File: config.mk
export PLATFORM = sky130hd
export DESIGN_NAME = aml_namestring_parser_top
export DESIGN_NICKNAME = d
export VERILOG_FILES = /design/src/sv/anp_pkg.sv /design/src/sv/anp_front.sv /design/src/sv/anp_back.sv /design/src/sv/anp_outq.sv /design/src/sv/aml_namestring_parser_top.sv
export VERILOG_INCLUDE_DIRS = /design/src /design/src/sv
export SDC_FILE = /design/constraint.sdc
export NUM_CORES = 1
export LEC_CHECK = 0
export BUFFER_PORTS_ARGS = -buffer_cell sky130_fd_sc_hd__buf_2
export CORE_MARGIN = 2
export CORE_UTILIZATION = 57
export CTS_BUF_LIST = sky130_fd_sc_hd__clkbuf_8
export DETAILED_ROUTE_END_ITERATION = 8
export PLACE_DENSITY = 0.83
export SLEW_MARGIN = 20
export SYNTH_ARGS = -nofsm -noshare
export SYNTH_HDL_FRONTEND = slang
export SYNTH_HIERARCHICAL = 1
export SYNTH_SLANG_ARGS = --single-unit
export TNS_END_PERCENT = 100
File: constraint.sdc
create_clock -name clk_i -period 11.4 [get_ports clk_i]
set_input_delay 2.28 -clock clk_i [delete_from_list [all_inputs] [get_ports clk_i]]
set_output_delay 2.28 -clock clk_i [all_outputs]
set_load 0.01 [all_outputs]
File: src/sv/assert_macros.svh
// Assertion helpers used by the top-level RTL file.
// Each macro is a complete concurrent assertion on clk_i, disabled during reset.
`ifndef ASSERT_MACROS_SVH
`define ASSERT_MACROS_SVH
`ifndef SYNTHESIS
`define ASSERT_IMPLY(lbl, ante, cons) \
  lbl: assert property (@(posedge clk_i) disable iff (!rst_ni) (ante) |-> (cons)) \
    else $error("implication check failed");
`define ASSERT_NEVER(lbl, cond) \
  lbl: assert property (@(posedge clk_i) disable iff (!rst_ni) !(cond)) \
    else $error("forbidden condition seen");
`else
`define ASSERT_IMPLY(lbl, ante, cons)
`define ASSERT_NEVER(lbl, cond)
`endif
`endif

File: src/sv/anp_pkg.sv
`default_nettype none

package anp_pkg;

  // Segment geometry.
  localparam int SEGMENT_CHARS = 4;
  localparam int CIS_W         = $clog2(SEGMENT_CHARS);

  // Result queue geometry.
  localparam int OQ_DEPTH = 4;
  localparam int OQ_PTR_W = $clog2(OQ_DEPTH);

  // Reset value of the capacity register.
  localparam logic [15:0] CAP_RESET = 16'd256;

  // AML prefix bytes.
  localparam logic [7:0] ROOT_BYTE   = 8'h5C;
  localparam logic [7:0] PARENT_BYTE = 8'h5E;
  localparam logic [7:0] DUAL_BYTE   = 8'h2E;
  localparam logic [7:0] MULTI_BYTE  = 8'h2F;
  localparam logic [7:0] NULL_BYTE   = 8'h00;

  // Text characters.
  localparam logic [7:0] CHAR_A      = 8'h41;
  localparam logic [7:0] CHAR_Z      = 8'h5A;
  localparam logic [7:0] CHAR_US     = 8'h5F;
  localparam logic [7:0] CHAR_0      = 8'h30;
  localparam logic [7:0] CHAR_9      = 8'h39;
  localparam logic [7:0] CHAR_DOT    = 8'h2E;
  localparam logic [7:0] CHAR_CARET  = 8'h5E;
  localparam logic [7:0] CHAR_BSLASH = 8'h5C;

  typedef enum logic [1:0] {
    ST_OK     = 2'd0,
    ST_FORMAT = 2'd1,
    ST_BOUNDS = 2'd2
  } status_e;

  // One classified input word.
  typedef struct packed {
    logic       start;
    logic [7:0] data;
    logic       bl_zero;
    logic       bl_short;
    logic       is_root;
    logic       is_parent;
    logic       is_dual;
    logic       is_multi;
    logic       is_null;
    logic       lead_ok;
    logic       body_ok;
  } cls_t;

  // Head of the front queue as seen by the back end.
  typedef struct packed {
    logic valid;
    cls_t cls;
  } fe_item_t;

  // One result word.
  typedef struct packed {
    logic [7:0] ch;
    logic       valid;
    logic [1:0] status;
    logic       done;
  } res_t;

  // Zero, one or two result words written in one cycle.
  typedef struct packed {
    logic [1:0] cnt;
    res_t       r0;
    res_t       r1;
  } res_push_t;

  // Result queue status.
  typedef struct packed {
    logic empty;
    logic space2;
  } oq_stat_t;

  function automatic logic is_lead(input logic [7:0] c);
    return ((c >= CHAR_A) && (c <= CHAR_Z)) || (c == CHAR_US);
  endfunction

  function automatic logic is_body(input logic [7:0] c);
    return is_lead(c) || ((c >= CHAR_0) && (c <= CHAR_9));
  endfunction

endpackage

`default_nettype wire

File: src/sv/anp_front.sv
`default_nettype none

module anp_front (
  input  wire logic            clk_i,
  input  wire logic            rst_ni,
  input  wire logic            push_i,
  output logic                 full_o,
  input  wire logic            start_req_i,
  input  wire logic [7:0]      in_byte_i,
  input  wire logic [31:0]     bytes_left_i,
  output anp_pkg::fe_item_t    head_o,
  input  wire logic            pop_i
);
  import anp_pkg::*;

  cls_t       mem_q [2];
  logic       wp_q, wp_d;
  logic       rp_q, rp_d;
  logic [1:0] cnt_q, cnt_d;
  logic       push_ok;
  logic       pop_ok;
  cls_t       cls_in;

  // Classify the incoming byte.
  always_comb begin
    cls_in.start     = start_req_i;
    cls_in.data      = in_byte_i;
    cls_in.bl_zero   = (bytes_left_i == 32'd0);
    cls_in.bl_short  = (bytes_left_i < 32'(SEGMENT_CHARS));
    cls_in.is_root   = (in_byte_i == ROOT_BYTE);
    cls_in.is_parent = (in_byte_i == PARENT_BYTE);
    cls_in.is_dual   = (in_byte_i == DUAL_BYTE);
    cls_in.is_multi  = (in_byte_i == MULTI_BYTE);
    cls_in.is_null   = (in_byte_i == NULL_BYTE);
    cls_in.lead_ok   = is_lead(in_byte_i);
    cls_in.body_ok   = is_body(in_byte_i);
  end

  assign full_o  = (cnt_q == 2'd2);
  assign push_ok = push_i && !full_o;
  assign pop_ok  = pop_i && (cnt_q != 2'd0);

  // Queue pointers and fill count.
  always_comb begin
    wp_d  = push_ok ? ~wp_q : wp_q;
    rp_d  = pop_ok ? ~rp_q : rp_q;
    cnt_d = cnt_q + {1'b0, push_ok} - {1'b0, pop_ok};
  end

  always_ff @(posedge clk_i or negedge rst_ni) begin
    if (!rst_ni) begin
      wp_q  <= 1'b0;
      rp_q  <= 1'b0;
      cnt_q <= 2'd0;
    end else begin
      wp_q  <= wp_d;
      rp_q  <= rp_d;
      cnt_q <= cnt_d;
    end
  end

  // Queue storage holds payload only.
  always_ff @(posedge clk_i) begin
    if (push_ok) begin
      mem_q[wp_q] <= cls_in;
    end
  end

  assign head_o.valid = (cnt_q != 2'd0);
  assign head_o.cls   = mem_q[rp_q];

endmodule

`default_nettype wire

File: src/sv/anp_back.sv
`default_nettype none

module anp_back (
  input  wire logic                 clk_i,
  input  wire logic                 rst_ni,
  input  wire logic [15:0]          out_capacity_i,
  input  wire anp_pkg::fe_item_t    head_i,
  output logic                      pop_o,
  input  wire anp_pkg::oq_stat_t    oq_stat_i,
  output anp_pkg::res_push_t        res_push_o
);
  import anp_pkg::*;

  typedef enum logic [2:0] {
    PH_IDLE,
    PH_PARENTS,
    PH_AFTER_ROOT,
    PH_MULTI_COUNT,
    PH_SEGMENT
  } phase_e;

  phase_e           phase_q, phase_d;
  logic [15:0]      cw_q, cw_d;
  logic [7:0]       sl_q, sl_d;
  logic [CIS_W-1:0] cis_q, cis_d;
  logic             fs_q, fs_d;

  cls_t             c;
  logic             take;
  logic             act_parent;
  logic             act_name;
  logic             act_seg;
  logic             char_go;
  logic             dot_en;
  logic             m_en;
  res_t             mr;
  logic [CIS_W:0]   cis_inc;

  assign c     = head_i.cls;
  assign take  = head_i.valid && oq_stat_i.space2;
  assign pop_o = take;

  // Per-byte decision.
  always_comb begin
    phase_d    = phase_q;
    cw_d       = cw_q;
    sl_d       = sl_q;
    cis_d      = cis_q;
    fs_d       = fs_q;
    act_parent = 1'b0;
    act_name   = 1'b0;
    act_seg    = 1'b0;
    char_go    = 1'b0;
    dot_en     = 1'b0;
    m_en       = 1'b0;
    mr         = '0;
    cis_inc    = '0;

    if (take) begin
      if (c.start) begin
        cw_d    = '0;
        sl_d    = '0;
        cis_d   = '0;
        fs_d    = 1'b1;
        phase_d = PH_IDLE;
        if (out_capacity_i < 16'd2) begin
          m_en = 1'b1;
          mr   = '{8'h00, 1'b0, ST_FORMAT, 1'b1};
        end else if (c.bl_zero) begin
          m_en = 1'b1;
          mr   = '{8'h00, 1'b0, ST_BOUNDS, 1'b1};
        end else if (c.is_root) begin
          cw_d    = 16'd1;
          phase_d = PH_AFTER_ROOT;
          m_en    = 1'b1;
          mr      = '{CHAR_BSLASH, 1'b1, ST_OK, 1'b0};
        end else if (c.is_parent) begin
          act_parent = 1'b1;
        end else begin
          act_name = 1'b1;
        end
      end else begin
        case (phase_q)
          PH_PARENTS: begin
            if (!c.bl_zero && c.is_parent) begin
              act_parent = 1'b1;
            end else begin
              act_name = 1'b1;
            end
          end
          PH_AFTER_ROOT: begin
            act_name = 1'b1;
          end
          PH_MULTI_COUNT: begin
            if (c.bl_zero) begin
              m_en = 1'b1;
              mr   = '{8'h00, 1'b0, ST_BOUNDS, 1'b1};
            end else if (c.is_null) begin
              m_en = 1'b1;
              mr   = '{8'h00, 1'b0, ST_OK, 1'b1};
            end else begin
              sl_d    = c.data;
              fs_d    = 1'b1;
              cis_d   = '0;
              phase_d = PH_SEGMENT;
            end
          end
          PH_SEGMENT: begin
            act_seg = 1'b1;
          end
          default: begin
            phase_d = PH_IDLE;
          end
        endcase
      end

      // Parent prefix: room for a caret and the terminator.
      if (act_parent) begin
        if (({1'b0, cw_d} + 17'd1) >= {1'b0, out_capacity_i}) begin
          m_en = 1'b1;
          mr   = '{8'h00, 1'b0, ST_BOUNDS, 1'b1};
        end else begin
          cw_d    = cw_d + 16'd1;
          phase_d = PH_PARENTS;
          m_en    = 1'b1;
          mr      = '{CHAR_CARET, 1'b1, ST_OK, 1'b0};
        end
      end

      // Name body: null name, dual or multi prefix, or a single segment.
      if (act_name) begin
        if (c.bl_zero) begin
          m_en = 1'b1;
          mr   = '{8'h00, 1'b0, ST_BOUNDS, 1'b1};
        end else if (c.is_null) begin
          m_en = 1'b1;
          mr   = '{8'h00, 1'b0, ST_OK, 1'b1};
        end else begin
          fs_d  = 1'b1;
          cis_d = '0;
          if (c.is_dual) begin
            sl_d    = 8'd2;
            phase_d = PH_SEGMENT;
          end else if (c.is_multi) begin
            phase_d = PH_MULTI_COUNT;
          end else if (!c.lead_ok) begin
            m_en = 1'b1;
            mr   = '{8'h00, 1'b0, ST_FORMAT, 1'b1};
          end else begin
            sl_d    = 8'd1;
            phase_d = PH_SEGMENT;
            act_seg = 1'b1;
          end
        end
      end

      // Segment character, with a dot before every segment but the first.
      if (act_seg) begin
        if (cis_d == '0) begin
          if (c.bl_short) begin
            m_en = 1'b1;
            mr   = '{8'h00, 1'b0, ST_BOUNDS, 1'b1};
          end else if (({1'b0, cw_d} + 17'(SEGMENT_CHARS + 2)) > {1'b0, out_capacity_i}) begin
            m_en = 1'b1;
            mr   = '{8'h00, 1'b0, ST_BOUNDS, 1'b1};
          end else begin
            if (!fs_d) begin
              dot_en = 1'b1;
              cw_d   = cw_d + 16'd1;
            end
            fs_d = 1'b0;
            if (!c.lead_ok) begin
              m_en = 1'b1;
              mr   = '{8'h00, 1'b0, ST_FORMAT, 1'b1};
            end else begin
              char_go = 1'b1;
            end
          end
        end else begin
          if (c.bl_zero) begin
            m_en = 1'b1;
            mr   = '{8'h00, 1'b0, ST_BOUNDS, 1'b1};
          end else if (!c.body_ok) begin
            m_en = 1'b1;
            mr   = '{8'h00, 1'b0, ST_FORMAT, 1'b1};
          end else begin
            char_go = 1'b1;
          end
        end

        if (char_go) begin
          cw_d    = cw_d + 16'd1;
          cis_inc = {1'b0, cis_d} + {{CIS_W{1'b0}}, 1'b1};
          m_en    = 1'b1;
          mr      = '{c.data, 1'b1, ST_OK, 1'b0};
          if (cis_inc == (CIS_W + 1)'(SEGMENT_CHARS)) begin
            cis_d   = '0;
            sl_d    = sl_d - 8'd1;
            mr.done = (sl_d == 8'd0);
          end else begin
            cis_d = cis_inc[CIS_W-1:0];
          end
        end
      end

      // A final result ends the name string.
      if (m_en && mr.done) begin
        phase_d = PH_IDLE;
      end
    end
  end

  // Results toward the output queue: a dot always comes first.
  always_comb begin
    res_push_o.r0  = mr;
    res_push_o.r1  = '0;
    res_push_o.cnt = m_en ? 2'd1 : 2'd0;
    if (dot_en) begin
      res_push_o.r0  = '{CHAR_DOT, 1'b1, ST_OK, 1'b0};
      res_push_o.r1  = mr;
      res_push_o.cnt = 2'd2;
    end
  end

  always_ff @(posedge clk_i or negedge rst_ni) begin
    if (!rst_ni) begin
      phase_q <= PH_IDLE;
      cw_q    <= '0;
      sl_q    <= '0;
      cis_q   <= '0;
      fs_q    <= 1'b1;
    end else begin
      phase_q <= phase_d;
      cw_q    <= cw_d;
      sl_q    <= sl_d;
      cis_q   <= cis_d;
      fs_q    <= fs_d;
    end
  end

endmodule

`default_nettype wire

File: src/sv/anp_outq.sv
`default_nettype none

module anp_outq (
  input  wire logic                 clk_i,
  input  wire logic                 rst_ni,
  input  wire anp_pkg::res_push_t   res_push_i,
  output anp_pkg::oq_stat_t         stat_o,
  output anp_pkg::res_t             head_o,
  input  wire logic                 pop_i
);
  import anp_pkg::*;

  res_t                mem_q [OQ_DEPTH];
  logic [OQ_PTR_W-1:0] wp_q, wp_d;
  logic [OQ_PTR_W-1:0] rp_q, rp_d;
  logic [OQ_PTR_W:0]   cnt_q, cnt_d;
  logic [OQ_PTR_W-1:0] wp_next;
  logic                pop_ok;

  assign stat_o.empty  = (cnt_q == '0);
  assign stat_o.space2 = (cnt_q <= (OQ_PTR_W + 1)'(OQ_DEPTH - 2));
  assign pop_ok        = pop_i && !stat_o.empty;
  assign wp_next       = wp_q + {{(OQ_PTR_W-1){1'b0}}, 1'b1};
  assign head_o        = mem_q[rp_q];

  // Pointers and fill count; up to two words enter per cycle.
  always_comb begin
    wp_d  = wp_q + res_push_i.cnt[OQ_PTR_W-1:0];
    rp_d  = pop_ok ? (rp_q + {{(OQ_PTR_W-1){1'b0}}, 1'b1}) : rp_q;
    cnt_d = cnt_q + (OQ_PTR_W + 1)'(res_push_i.cnt) - {{OQ_PTR_W{1'b0}}, pop_ok};
  end

  always_ff @(posedge clk_i or negedge rst_ni) begin
    if (!rst_ni) begin
      wp_q  <= '0;
      rp_q  <= '0;
      cnt_q <= '0;
    end else begin
      wp_q  <= wp_d;
      rp_q  <= rp_d;
      cnt_q <= cnt_d;
    end
  end

  // Result storage.
  always_ff @(posedge clk_i) begin
    if (res_push_i.cnt != 2'd0) begin
      mem_q[wp_q] <= res_push_i.r0;
    end
    if (res_push_i.cnt == 2'd2) begin
      mem_q[wp_next] <= res_push_i.r1;
    end
  end

endmodule

`default_nettype wire

File: src/sv/aml_namestring_parser_top.sv
// ACPI AML name string decoder. Feed one AML byte per word through push/full, with
// start_req_i on the first byte of a name and bytes_left_i counting the stream bytes
// left; decoded text comes out one character per word through empty/pop, and the last
// word of each name carries done_res_o (errors give status 1 for format, 2 for bounds).
// A byte is taken every cycle while the result side keeps up; it is held in the input
// queue until the decoder takes it and writes its first result into the result queue,
// whose head drives the result ports. A byte that yields a dot and a character puts
// two words in the result queue, and the decoder waits whenever that queue has fewer
// than two free slots, which is what raises full. The capacity register (cfg_we_i,
// cfg_wdata_i, reset 256) applies to the checks of the bytes decoded after the write;
// write it while no byte waits inside the block.
`default_nettype none

`include "assert_macros.svh"

module aml_namestring_parser_top (
  input  wire logic        clk_i,
  input  wire logic        rst_ni,
  input  wire logic        push,
  output logic             full,
  input  wire logic        start_req_i,
  input  wire logic [7:0]  in_byte_i,
  input  wire logic [31:0] bytes_left_i,
  output logic             empty,
  input  wire logic        pop,
  output logic [7:0]       out_char_o,
  output logic             char_valid_o,
  output logic [1:0]       status_o,
  output logic             done_res_o,
  input  wire logic        cfg_we_i,
  input  wire logic [15:0] cfg_wdata_i
);
  import anp_pkg::*;

  logic [15:0] cap_q;
  fe_item_t    fe_head;
  logic        fe_pop;
  res_push_t   res_push;
  oq_stat_t    oq_stat;
  res_t        oq_head;

  // Capacity register.
  always_ff @(posedge clk_i or negedge rst_ni) begin
    if (!rst_ni) begin
      cap_q <= CAP_RESET;
    end else if (cfg_we_i) begin
      cap_q <= cfg_wdata_i;
    end
  end

  anp_front u_front (
    .clk_i        (clk_i),
    .rst_ni       (rst_ni),
    .push_i       (push),
    .full_o       (full),
    .start_req_i  (start_req_i),
    .in_byte_i    (in_byte_i),
    .bytes_left_i (bytes_left_i),
    .head_o       (fe_head),
    .pop_i        (fe_pop)
  );

  anp_back u_back (
    .clk_i          (clk_i),
    .rst_ni         (rst_ni),
    .out_capacity_i (cap_q),
    .head_i         (fe_head),
    .pop_o          (fe_pop),
    .oq_stat_i      (oq_stat),
    .res_push_o     (res_push)
  );

  anp_outq u_outq (
    .clk_i      (clk_i),
    .rst_ni     (rst_ni),
    .res_push_i (res_push),
    .stat_o     (oq_stat),
    .head_o     (oq_head),
    .pop_i      (pop)
  );

  assign empty        = oq_stat.empty;
  assign out_char_o   = oq_head.ch;
  assign char_valid_o = oq_head.valid;
  assign status_o     = oq_head.status;
  assign done_res_o   = oq_head.done;

  // An error word carries no character and closes the name.
  `ASSERT_IMPLY(a_err_word, !empty && (status_o != ST_OK), done_res_o && !char_valid_o)
  // A byte that yields two words always leads with a good dot.
  `ASSERT_IMPLY(a_pair_dot, res_push.cnt == 2'd2,
                res_push.r0.valid && (res_push.r0.ch == CHAR_DOT) && (res_push.r0.status == ST_OK))
  // The decoder never takes a byte without room for two results.
  `ASSERT_NEVER(a_no_room_take, fe_pop && !oq_stat.space2)
  // The decoder only takes a byte that the input queue holds.
  `ASSERT_NEVER(a_take_empty, fe_pop && !fe_head.valid)

endmodule

`default_nettype wire
==> flow_summary.ini, run 1 <==
[status]
outcome = finished with violations
violations = design-rule violations

[logic_synthesis]
synth-seq-cells = 141
synthTopCellsByArea = edfxtp_1, dfrtp_1, mux2_2, ha_1, xnor2_1
synth_xor_area_frac = 0.0594
syn_nets = 1167
synth_cell_types = 105
synthArstFlopShare = 0.404
synth-edff-count = 84
ys.flop_type = edfxtp_1
yosysTopAreaCellShare = 0.239
syn_area_sq_um = 10500
postSynthAreaPerCell_sq_um = 9.98
synth_most_common_cell = nand2_1
synth-compound-area-share = 0.123
synthAdderAreaFrac = 0.0576
yosysWarnings = 6
synthTopCellsByCount = nand2_1, nor2_1, edfxtp_1
muxShareOfSynthArea = 0.134
synth-seq-area-share = 0.375
netlist_instances = 1057
synth_area_leader_cell = edfxtp_1
synth_top_family_by_area = simple AND/OR/NAND/NOR gates
synth-simple-area-share = 0.209

[timing]
rsz0062_at_grt = false
maxSlewViolCount = 0
finalSetupViolations = 0
timing.setup.tns_ns = 0
worst_clock_skew_ns = 0.0216
finalHoldViolations = 0
fmaxAchievable_ghz = 0.0976
worst-slew-pin-transition_ns = 1.07
relSlewSlack = 0.281
post-route-min-period_ns = 10.25
period_share = 0.899

[route]
detail_route.wl_per_cell_um = 19.8
vias_per_cell = 6.41
drc_errors = 2
drt_iter0_markers = 957
wirelength_mm = 26.8
antenna_left = 0
via_count = 8704
dr.pass1.iters = 7

[worst_setup_path]
critical_path_required_ns = 11.62
reg2reg_depth = 36
rr_endpoint = u_outq/mem_q[1][4]$_DFFE_PP_
critPathBufInv = 3
critPathKind = register to register
slowest_delay_ns = 0.91
end_kind = register
r2r_slack_ns = 1.15
r2r-start = u_front/rp_q$_DFFE_PN0P_
cpMaxStageDelayCell = nor4b_4
crit_path_start_kind = register
critPathArrivalTime_ns = 10.47
crit_family = simple AND/OR/NAND/NOR gates
cp_max_fo = 18

[cts]
post_cts_resize_count = 0
clkSlewWorstSetupHoldPaths_ns = 0.10
insertion_delay_ns = 0.47
clockBufferDepth = 2
numCtsBuffers = 17
tritoncts = yes
holdBufCountCts = 0
root_buffer = clkbuf_8
cts_setup_buffers = 0
cts-htree-levels = 4
clock_sinks = 141

[hold_path]
holdPathStages = 2
holdPathEnd = u_back/sl_q[7]$_DFFE_PN0P_
min_from = u_back/sl_q[7]$_DFFE_PN0P_
hp-class = register to register

[finish]
antennaDiodeCount = 0
stdcell_area_sq_um = 11500
area_growth_pct = 8.59
finish.net_count = 1225
layout-drive-gt1-share = 0.231

[power]
p_sw_frac = 0.415
p_clk_frac = 0.207
power_leakage_nw = 4.57
power.switching_w = 0.000846
seq_power_share = 0.375
combPwrFrac = 0.418
powerDensity_nw_per_um2 = 178
intPower_w = 0.00119
ir_drop_uv = 140

[placed_design]
gp_congestion = 1.00
portBuffers = 75
post_dp_cell_area_sq_um = 11000
hpwlAfterDp_mm = 19.8

[floorplan]
rows = 49
dieHeight_um = 140
pin_count = 76
initial_core_util = 0.583
dieArea_sq_um = 19600
dieWidth_um = 140
core_area_sq_um = 18100

[grt]
antenna_found_initial = 0
grt_util_all_layers = 0.280
grt_max_degree = 58
grt_pass1_wl_mm = 43.2
grt_pass1_vias = 8190
grt-ovfl-total = 0

[job]
maxCapViolCount = 0
state kept, by name (all words and copies together), names as in the netlist:
register and cells:
u_outq/mem_q 48, u_back/sl_q 8, u_front/rp_q 1, cap_q 16
u_back/fs_q 1, u_outq/rp_q 2, u_back/phase_q 3, u_front/mem_q 36
u_front/wp_q 1, u_front/cnt_q 2, u_outq/cnt_q 3, u_back/cis_q 2
u_outq/wp_q 2, u_back/cw_q 16
routing by layer:
| layer | GRT usage | up-vias | wire length, um |
|---|---|---|---|
| li1 | - | 4020 | - |
| met1 | 0.400 | 4169 | 11700 |
| met2 | 0.426 | 455 | 12100 |
| met3 | 0.0533 | 60 | 2230 |
| met4 | 0.105 | 0 | 804 |
| met5 | 0 | - | 0 |
worst reg2reg max path: cells and delay by family (launching register included):
kind | cells | cell delay, ns
compound gates | 7 | 1.49
xor+xnor | 3 | 0.58
fa+ha+maj | 4 | 1.24
buf+inv | 3 | 0.52
flops | 1 | 0.50
mux | 2 | 0.87
simple gates | 17 | 4.80
stage by stage:
step           setup slack [ns]  hold WS [ns]   util  total power (W)  cells
3_3_place_gp               1.76         0.466  0.610          0.00159   1325
6_report                   1.15         0.496  0.633          0.00204   1357
4_1_cts                    1.34         0.502  0.633          0.00204   1357
3_5_place_dp               1.40         0.473  0.610          0.00161   1325
2_1_floorplan              2.40         0.450      -          0.00138   1057
5_1_grt                   0.373         0.517  0.633          0.00216   1357
cell families after synthesis:
kind of cell	Yosys count
AND/OR/NAND/NOR	397
AO/OA/AOI/OAI	197
flip-flops	141
multiplexers	108
buffers and inverters	96
XOR/XNOR	69
adder cells (fa/ha/maj)	48
other	1
worst max path at each step:
stage | from | endpoint | depth (start not counted)
2_1_floorplan | u_front/rp_q$_DFFE_PN0P_ | u_outq/mem_q[2][0]$_DFFE_PP_ | 39
6_report | u_front/rp_q$_DFFE_PN0P_ | u_outq/mem_q[1][4]$_DFFE_PP_ | 36
4_1_cts | u_front/rp_q$_DFFE_PN0P_ | u_outq/mem_q[1][6]$_DFFE_PP_ | 36
3_3_place_gp | u_front/rp_q$_DFFE_PN0P_ | u_outq/mem_q[1][2]$_DFFE_PP_ | 36
5_1_grt | u_front/rp_q$_DFFE_PN0P_ | u_outq/mem_q[1][11]$_DFFE_PP_ | 36
3_5_place_dp | u_front/rp_q$_DFFE_PN0P_ | u_outq/mem_q[1][2]$_DFFE_PP_ | 36
power groups by stage:
stage / Combinational [W] / Clock, W / Sequential [W]
final: 0.000853 / 0.000422 / 0.000765
after global routing: 0.000931 / 0.000449 / 0.000781
after CTS: 0.000844 / 0.000427 / 0.000765
after detailed placement: 0.000837 / 0 / 0.000776
after global placement: 0.000820 / 0 / 0.000769
after floorplan: 0.000658 / 0 / 0.000721
cell type report:
class	count	area [sq um]
Clock buffer	17	234
Clock inverter	15	186
Fill cell	1431	6630
Inverter	48	180
Multi-Input combinational cell	820	6150
Sequential cell	141	3950
Tap cell	229	287
Timing Repair Buffer	87	465
cell usage in the layout (no fill, tap or decap), drive strengths merged, types with 4 or more instances in the layout:
| cell type | count |
|---|---|
| nor3b | 8 |
| nand3 | 35 |
| nor4 | 18 |
| nand2 | 92 |
| and2 | 12 |
| nand2b | 10 |
| o21a | 8 |
| and3 | 12 |
| buf | 87 |
| ha | 47 |
| inv | 54 |
| a211o | 4 |
| o21ai | 55 |
| or4 | 8 |
| a21o | 9 |
| clkinv | 9 |
| o211ai | 8 |
| or2 | 6 |
| or3 | 6 |
| dfrtp | 55 |
| a21oi | 52 |
| nor2 | 90 |
| mux2i | 13 |
| nand4 | 19 |
| o31ai | 11 |
| nor2b | 19 |
| xnor2 | 47 |
| nand3b | 8 |
| mux4 | 12 |
| edfxtp | 84 |
| a2111oi | 5 |
| a31oi | 8 |
| a22oi | 6 |
| clkbuf | 17 |
| nor3 | 34 |
| xor2 | 22 |
| mux2 | 83 |
Power figures use the tool's default switching activity.
==> inputs of run 2 (changes only) <==
--- a/config.mk
+++ b/config.mk
@@ -15,6 +15,5 @@
 export SLEW_MARGIN = 20
 export SYNTH_ARGS = -nofsm -noshare
 export SYNTH_HDL_FRONTEND = slang
-export SYNTH_HIERARCHICAL = 1
 export SYNTH_SLANG_ARGS = --single-unit
 export TNS_END_PERCENT = 100
==> run 2 against run 1 <==
Against the previous run:
- non-clock buffer count is 2 lower
- register-to-register slack worse by 0.24 ns
- critical path type unchanged
- worst setup slack got worse by 0.24 ns
- maximum frequency decreased by 2.3%
- synthesized cell count rose by 1.5%
- final cell count up 0.81%
- sequential share of layout area rose by 1.5 points
- highest routed layer unchanged
- area after synthesis decreased by 4.2%
- via count is 0.39% lower
- critical path depth shrank 2
- final area shrank 4.2%
- first-iteration DRC count increased by 26%
- the flow now finishes without violations
==> flow_summary.ini, run 2 <==
[worst_setup_path]
critPathArrivalTime_ns = 10.87
reg2reg_depth = 34
cpMostUsedCell = ha_1
cp_max_fo = 20
crit_path_start_kind = register
end_kind = register
cpMaxStageDelayCell = o2111a_1
crit_family = simple AND/OR/NAND/NOR gates
critPathBufInv = 4
critical_path_required_ns = 11.77
cp.depth = 34
critPathKind = register to register
slowest_delay_ns = 0.70

[route]
via_count = 8670
vias_per_cell = 6.34
detail_route.wl_per_cell_um = 20.0
wirelength_mm = 27.3
drt_iter0_markers = 1202
dr.pass1.iters = 6
drc_errors = 0
antenna_left = 0

[logic_synthesis]
netlist_instances = 1073
postSynthAreaPerCell_sq_um = 9.42
synthTopCellsByCount = nand2_1, nor2_1, edfxtp_1
synth_area_leader_cell = edfxtp_1
syn_area_sq_um = 10100
synthArstFlopShare = 0.404
synthTopCellsByArea = edfxtp_1, dfrtp_1, ha_1, nand2_1, xnor2_1
synth_most_common_cell = nand2_1
synth-edff-count = 84
yosysTopAreaCellShare = 0.250
ys.flop_type = edfxtp_1
syn_nets = 1183
synth_cell_types = 100
yosysWarnings = 0
synth-seq-cells = 141
synth-seq-area-share = 0.391

[grt]
grt_pass1_vias = 7967
grt-ovfl-total = 0
antenna_found_initial = 0
grt_pass1_wl_mm = 43.4
grt_max_degree = 58
grt_util_all_layers = 0.304

[power]
p_clk_frac = 0.184
power_leakage_nw = 4.34
intPower_w = 0.00113
power.switching_w = 0.000859
powerDensity_nw_per_um2 = 181
seq_power_share = 0.383
p_sw_frac = 0.432
ir_drop_uv = 124
combPwrFrac = 0.433

[cts]
clock_sinks = 141
tritoncts = yes
cts_setup_buffers = 0
clkSlewWorstSetupHoldPaths_ns = 0.09
root_buffer = clkbuf_8
numCtsBuffers = 17
clockBufferDepth = 2
insertion_delay_ns = 0.45
holdBufCountCts = 0
cts-htree-levels = 4

[timing]
maxSlewViolCount = 0
fmaxAchievable_ghz = 0.0953
worst-slew-pin-transition_ns = 1.11
timing.setup.tns_ns = 0
finalHoldViolations = 0
period_share = 0.921
post-route-min-period_ns = 10.50
worst_clock_skew_ns = 0.0190
finalSetupViolations = 0
relSlewSlack = 0.259
timing.final.ws_setup_ns = 0.904
rsz0062_at_grt = false

[floorplan]
dieWidth_um = 137
rows = 48
pin_count = 76
initial_core_util = 0.584
dieHeight_um = 137
core_area_sq_um = 17300
dieArea_sq_um = 18800

[status]
outcome = complete, no violations

[finish]
final_common_cell = nand2_1
finish.net_count = 1240
area_growth_pct = 8.53
fin_util = 0.634
layout-drive-gt1-share = 0.164
antennaDiodeCount = 0
stdcell_area_sq_um = 11000
largest_reg_flops = 48
reg_top3 = u_outq.mem_q: 48 flops, u_front.mem_q: 36 flops
mostFrequentLayoutCells = nand2_1, nor2_1, edfxtp_1
regMostFlops = u_outq.mem_q

[job]
maxCapViolCount = 0

[hold_path]
hp-class = register to register
holdPathStages = 2

[placed_design]
post_dp_cell_area_sq_um = 10600
gp_congestion = 0.996
dp_slack_ns = 1.00
portBuffers = 75
hpwlAfterDp_mm = 20.9
==> run 2: cell types whose count changed after synthesis, moves of 7 or more <==
cell      change
a211oi_1      +7
mux2_2       -55
mux2_4       -18
nand2_1      +52
nor2_1       +15
nor2b_1      -11
nor4_1       +10
o21ai_0       +8
==> run 2: routing by layer <==
layer / track usage / vias up / wire length, um
li1: - / 4052 / -
met1: 0.446 / 4089 / 11800
met2: 0.450 / 484 / 12100
met3: 0.0765 / 45 / 2870
met4: 0.0819 / 0 / 518
met5: 0 / - / 0
==> run 2: cells by family (layout without fill, tap and decap cells) <==
family,count (synthesis),in the layout,share of synthesized area
adders and majority gates,48,48,0.0601
buffers and inverters,93,163,0.0397
AOI/OAI and AO/OA,228,228,0.159
xor gates and xnor gates,71,71,0.0630
DFF,141,141,0.391
and+or+nand+nor,450,450,0.228
muxes,42,42,0.0597
==> run 2: worst register-to-register path: cells and delay by family (launching register included) <==
| kind | cells | cell delay [ns] |
|---|---|---|
| AO/OA/AOI/OAI | 9 | 3.36 |
| XOR/XNOR | 3 | 0.49 |
| adder cells (fa/ha/maj) | 6 | 1.77 |
| buffers and inverters | 4 | 0.76 |
| flip-flops | 1 | 0.40 |
| AND/OR/NAND/NOR | 12 | 3.67 |
==> run 2: layout make-up <==
class,count,area (sq um)
Fill cell,1372,6320
Multi-Input combinational cell,839,5770
Sequential cell,141,3950
Timing Repair Buffer,85,450
Tap cell,225,282
Clock buffer,17,234
Inverter,46,173
Clock inverter,15,114
==> run 2: metrics by stage <==
stage / power (W) / hold slack, ns / std cells
after floorplan: 0.00136 / 0.439 / 1073
after global placement: 0.00158 / 0.456 / 1336
after detailed placement: 0.00161 / 0.460 / 1336
after CTS: 0.00198 / 0.486 / 1368
after global routing: 0.00211 / 0.496 / 1368
final: 0.00199 / 0.487 / 1368
==> run 2: final timing paths <==
path / startpoint / endpoint / slack, ns
hold / removal: u_back.cis_q[1]$_DFFE_PN0P_ / u_back.cis_q[1]$_DFFE_PN0P_ / 0.49
setup reg to reg: cap_q[13]$_DFFE_PN0P_ / u_outq.cnt_q[2]$_DFF_PN0_ / 0.90
min in group asynchronous: rst_ni / cap_q[9]$_DFFE_PN0P_ / 1.97
max in group asynchronous: rst_ni / u_back.sl_q[6]$_DFFE_PN0P_ / 8.85
hold reg to reg: u_back.cis_q[1]$_DFFE_PN0P_ / u_back.cis_q[1]$_DFFE_PN0P_ / 0.49
setup / recovery: cap_q[13]$_DFFE_PN0P_ / u_outq.cnt_q[2]$_DFF_PN0_ / 0.90
==> run 2: timing repair <==
action                                  4_1_cts  5_1_grt
hold endpoints to repair                      0        0
gates resized for setup                       0        2
endpoints found under the setup margin        0        9
==> run 2: power by group through the flow <==
stage          Combinational, W  Sequential, W  Clock, W
6_report               0.000860       0.000762  0.000366
5_1_grt                0.000940       0.000775  0.000394
4_1_cts                0.000846       0.000761  0.000372
3_5_place_dp           0.000841       0.000772         0
3_3_place_gp           0.000819       0.000766         0
2_1_floorplan          0.000649       0.000713         0
==> inputs of run 3 (changes only) <==
==> constraint.sdc (replaced) <==
create_clock -name clk_i -period 13 [get_ports clk_i]
set_input_delay 2.6 -clock clk_i [delete_from_list [all_inputs] [get_ports clk_i]]
set_output_delay 2.6 -clock clk_i [all_outputs]
set_load 0.01 [all_outputs]
==> run 3 against run 2 <==
Against the previous run:
- clock skew is essentially flat
- count of clock-buffer cells in the layout did not move
- worst hold slack lost 0.0023 ns
- maximum frequency fell by 1.7%
- final cell count grew 0.15%
- combinational power decreased by 11%
- global-route usage is 0.39 points higher
- via count rose by 2.0%
- power shrank 12%
- first-iteration DRC count down 0.33%
- highest routed layer unchanged
==> flow_summary.ini, run 3 (synthesized netlist as in run 2, its figures left out) <==
[cts]
clockBufferDepth = 2
clkSlewWorstSetupHoldPaths_ns = 0.09
root_buffer = clkbuf_8
cts_setup_buffers = 0
clock_sinks = 141
tritoncts = yes
post_cts_resize_count = 0
numCtsBuffers = 17
insertion_delay_ns = 0.46
cts-htree-levels = 4
holdBufCountCts = 0

[route]
drc_errors = 0
detail_route.wl_per_cell_um = 20.2
vias_per_cell = 6.45
drt_iter0_markers = 1198
dr.pass1.iters = 5
antenna_left = 0
wirelength_mm = 27.7
via_count = 8841

[floorplan]
initial_core_util = 0.584
dieHeight_um = 137
dieWidth_um = 137
pin_count = 76
core_area_sq_um = 17300
dieArea_sq_um = 18800
rows = 48

[worst_setup_path]
cp_max_fo = 31
end_kind = register
crit_path_start_kind = register
critical_path_required_ns = 13.07
cpMostUsedCell = ha_1
critPathArrivalTime_ns = 10.75
slowest_delay_ns = 0.86
cpMaxStageDelayCell = nor2_1
critPathKind = register to register

[status]
outcome = complete, no violations

[power]
power_leakage_nw = 4.36
combPwrFrac = 0.435
total_power_w = 0.00176
intPower_w = 0.000996
p_clk_frac = 0.191
power.switching_w = 0.000764
seq_power_share = 0.375
powerDensity_nw_per_um2 = 160
p_sw_frac = 0.434
ir_drop_uv = 79.7

[finish]
antennaDiodeCount = 0
fin_util = 0.636
finish.net_count = 1242
seq_area_sq_um = 3950
layout-drive-gt1-share = 0.167
mostFrequentLayoutCells = nand2_1, nor2_1, edfxtp_1
area_growth_pct = 8.75
largest_reg_flops = 48
multi_input_area_sq_um = 5760
regMostFlops = u_outq.mem_q
fillCellCount = 1418
reg_top3 = u_outq.mem_q: 48 flops, u_front.mem_q: 36 flops
final_common_cell = nand2_1

[job]
maxCapViolCount = 0

[grt]
grt_max_degree = 58
grt_pass1_wl_mm = 44.2
grt_pass1_vias = 8153
antenna_found_initial = 0
grt-ovfl-total = 0
grt_util_all_layers = 0.308

[timing]
maxSlewViolCount = 0
timing.setup.tns_ns = 0
period_share = 0.822
post-route-min-period_ns = 10.68
relSlewSlack = 0.262
finalHoldViolations = 0
worst_clock_skew_ns = 0.0190
rsz0062_at_grt = false
worst-slew-pin-transition_ns = 1.10
finalSetupViolations = 0
fmaxAchievable_ghz = 0.0936

[placed_design]
gp_congestion = 1.03
portBuffers = 75
hpwlAfterDp_mm = 20.8

[hold_path]
hp-class = register to register
## run 3: cell count changes in the layout (fill, tap and decap cells not counted)
cell	change
inv_6	+3
clkinv_1	-1
clkinv_4	-2
nor2_2	+1
o21ai_0	+1
o21ai_1	-1
nor2_4	-1
buf_4	+2
inv_8	+1
inv_1	-1
## run 3: final timing paths
path	startpoint	end	slack, ns	cells after the start
hold reg to reg	u_back.cis_q[1]$_DFFE_PN0P_	u_back.cis_q[1]$_DFFE_PN0P_	0.48	2
setup / recovery	u_front.rp_q$_DFFE_PN0P_	u_outq.mem_q[1][11]$_DFFE_PP_	2.32	34
min in group asynchronous	rst_ni	cap_q[2]$_DFFE_PN0P_	2.30	2
setup reg to reg	u_front.rp_q$_DFFE_PN0P_	u_outq.mem_q[1][11]$_DFFE_PP_	2.32	34
hold / removal	u_back.cis_q[1]$_DFFE_PN0P_	u_back.cis_q[1]$_DFFE_PN0P_	0.48	2
max in group asynchronous	rst_ni	u_outq.wp_q[1]$_DFF_PN0_	10.18	2
## run 3: area by class of cell
| type | instances | area share |
|---|---|---|
| Inverter | 46 | 0.0157 |
| Timing Repair Buffer | 87 | 0.0423 |
| Multi-Input combinational cell | 839 | 0.524 |
| Tap cell | 225 | 0.0256 |
| Clock buffer | 17 | 0.0213 |
| Sequential cell | 141 | 0.359 |
| Clock inverter | 15 | 0.0115 |
## run 3: power groups by stage
stage / sequential, W / clock [W] / combinational [W]
after floorplan: 0.000626 / 0 / 0.000570
after global placement: 0.000663 / 0 / 0.000725
after detailed placement: 0.000669 / 0 / 0.000748
after CTS: 0.000660 / 0.000339 / 0.000753
after global routing: 0.000671 / 0.000358 / 0.000837
final: 0.000660 / 0.000335 / 0.000765
## run 3: through the flow
step / hold WS, ns / instance area [sq um] / setup slack [ns] / std cells
finish: 0.485 / 11000 / 2.32 / 1370
global route: 0.511 / 11000 / 1.59 / 1370
CTS: 0.485 / 11000 / 2.51 / 1370
detailed placement: 0.462 / 10600 / 2.48 / 1338
global placement: 0.451 / 10600 / 2.90 / 1338
floorplan: 0.439 / 10100 / 3.88 / 1073
## run 3: worst max-delay path: cells and delay by family (launching register included)
family	cells	cell delay (ns)
adder cells (fa/ha/maj)	4	1.16
buffers and inverters	5	1.28
AND/OR/NAND/NOR	14	4.47
flip-flops	1	0.33
AO/OA/AOI/OAI	8	2.51
XOR/XNOR	2	0.29
multiplexers	1	0.25
## run 3: metal layers
metal,share of wire,track usage
met1,0.44,0.460
met2,0.44,0.465
met3,0.10,0.0559
met4,0.016,0.0785
met5,0,0
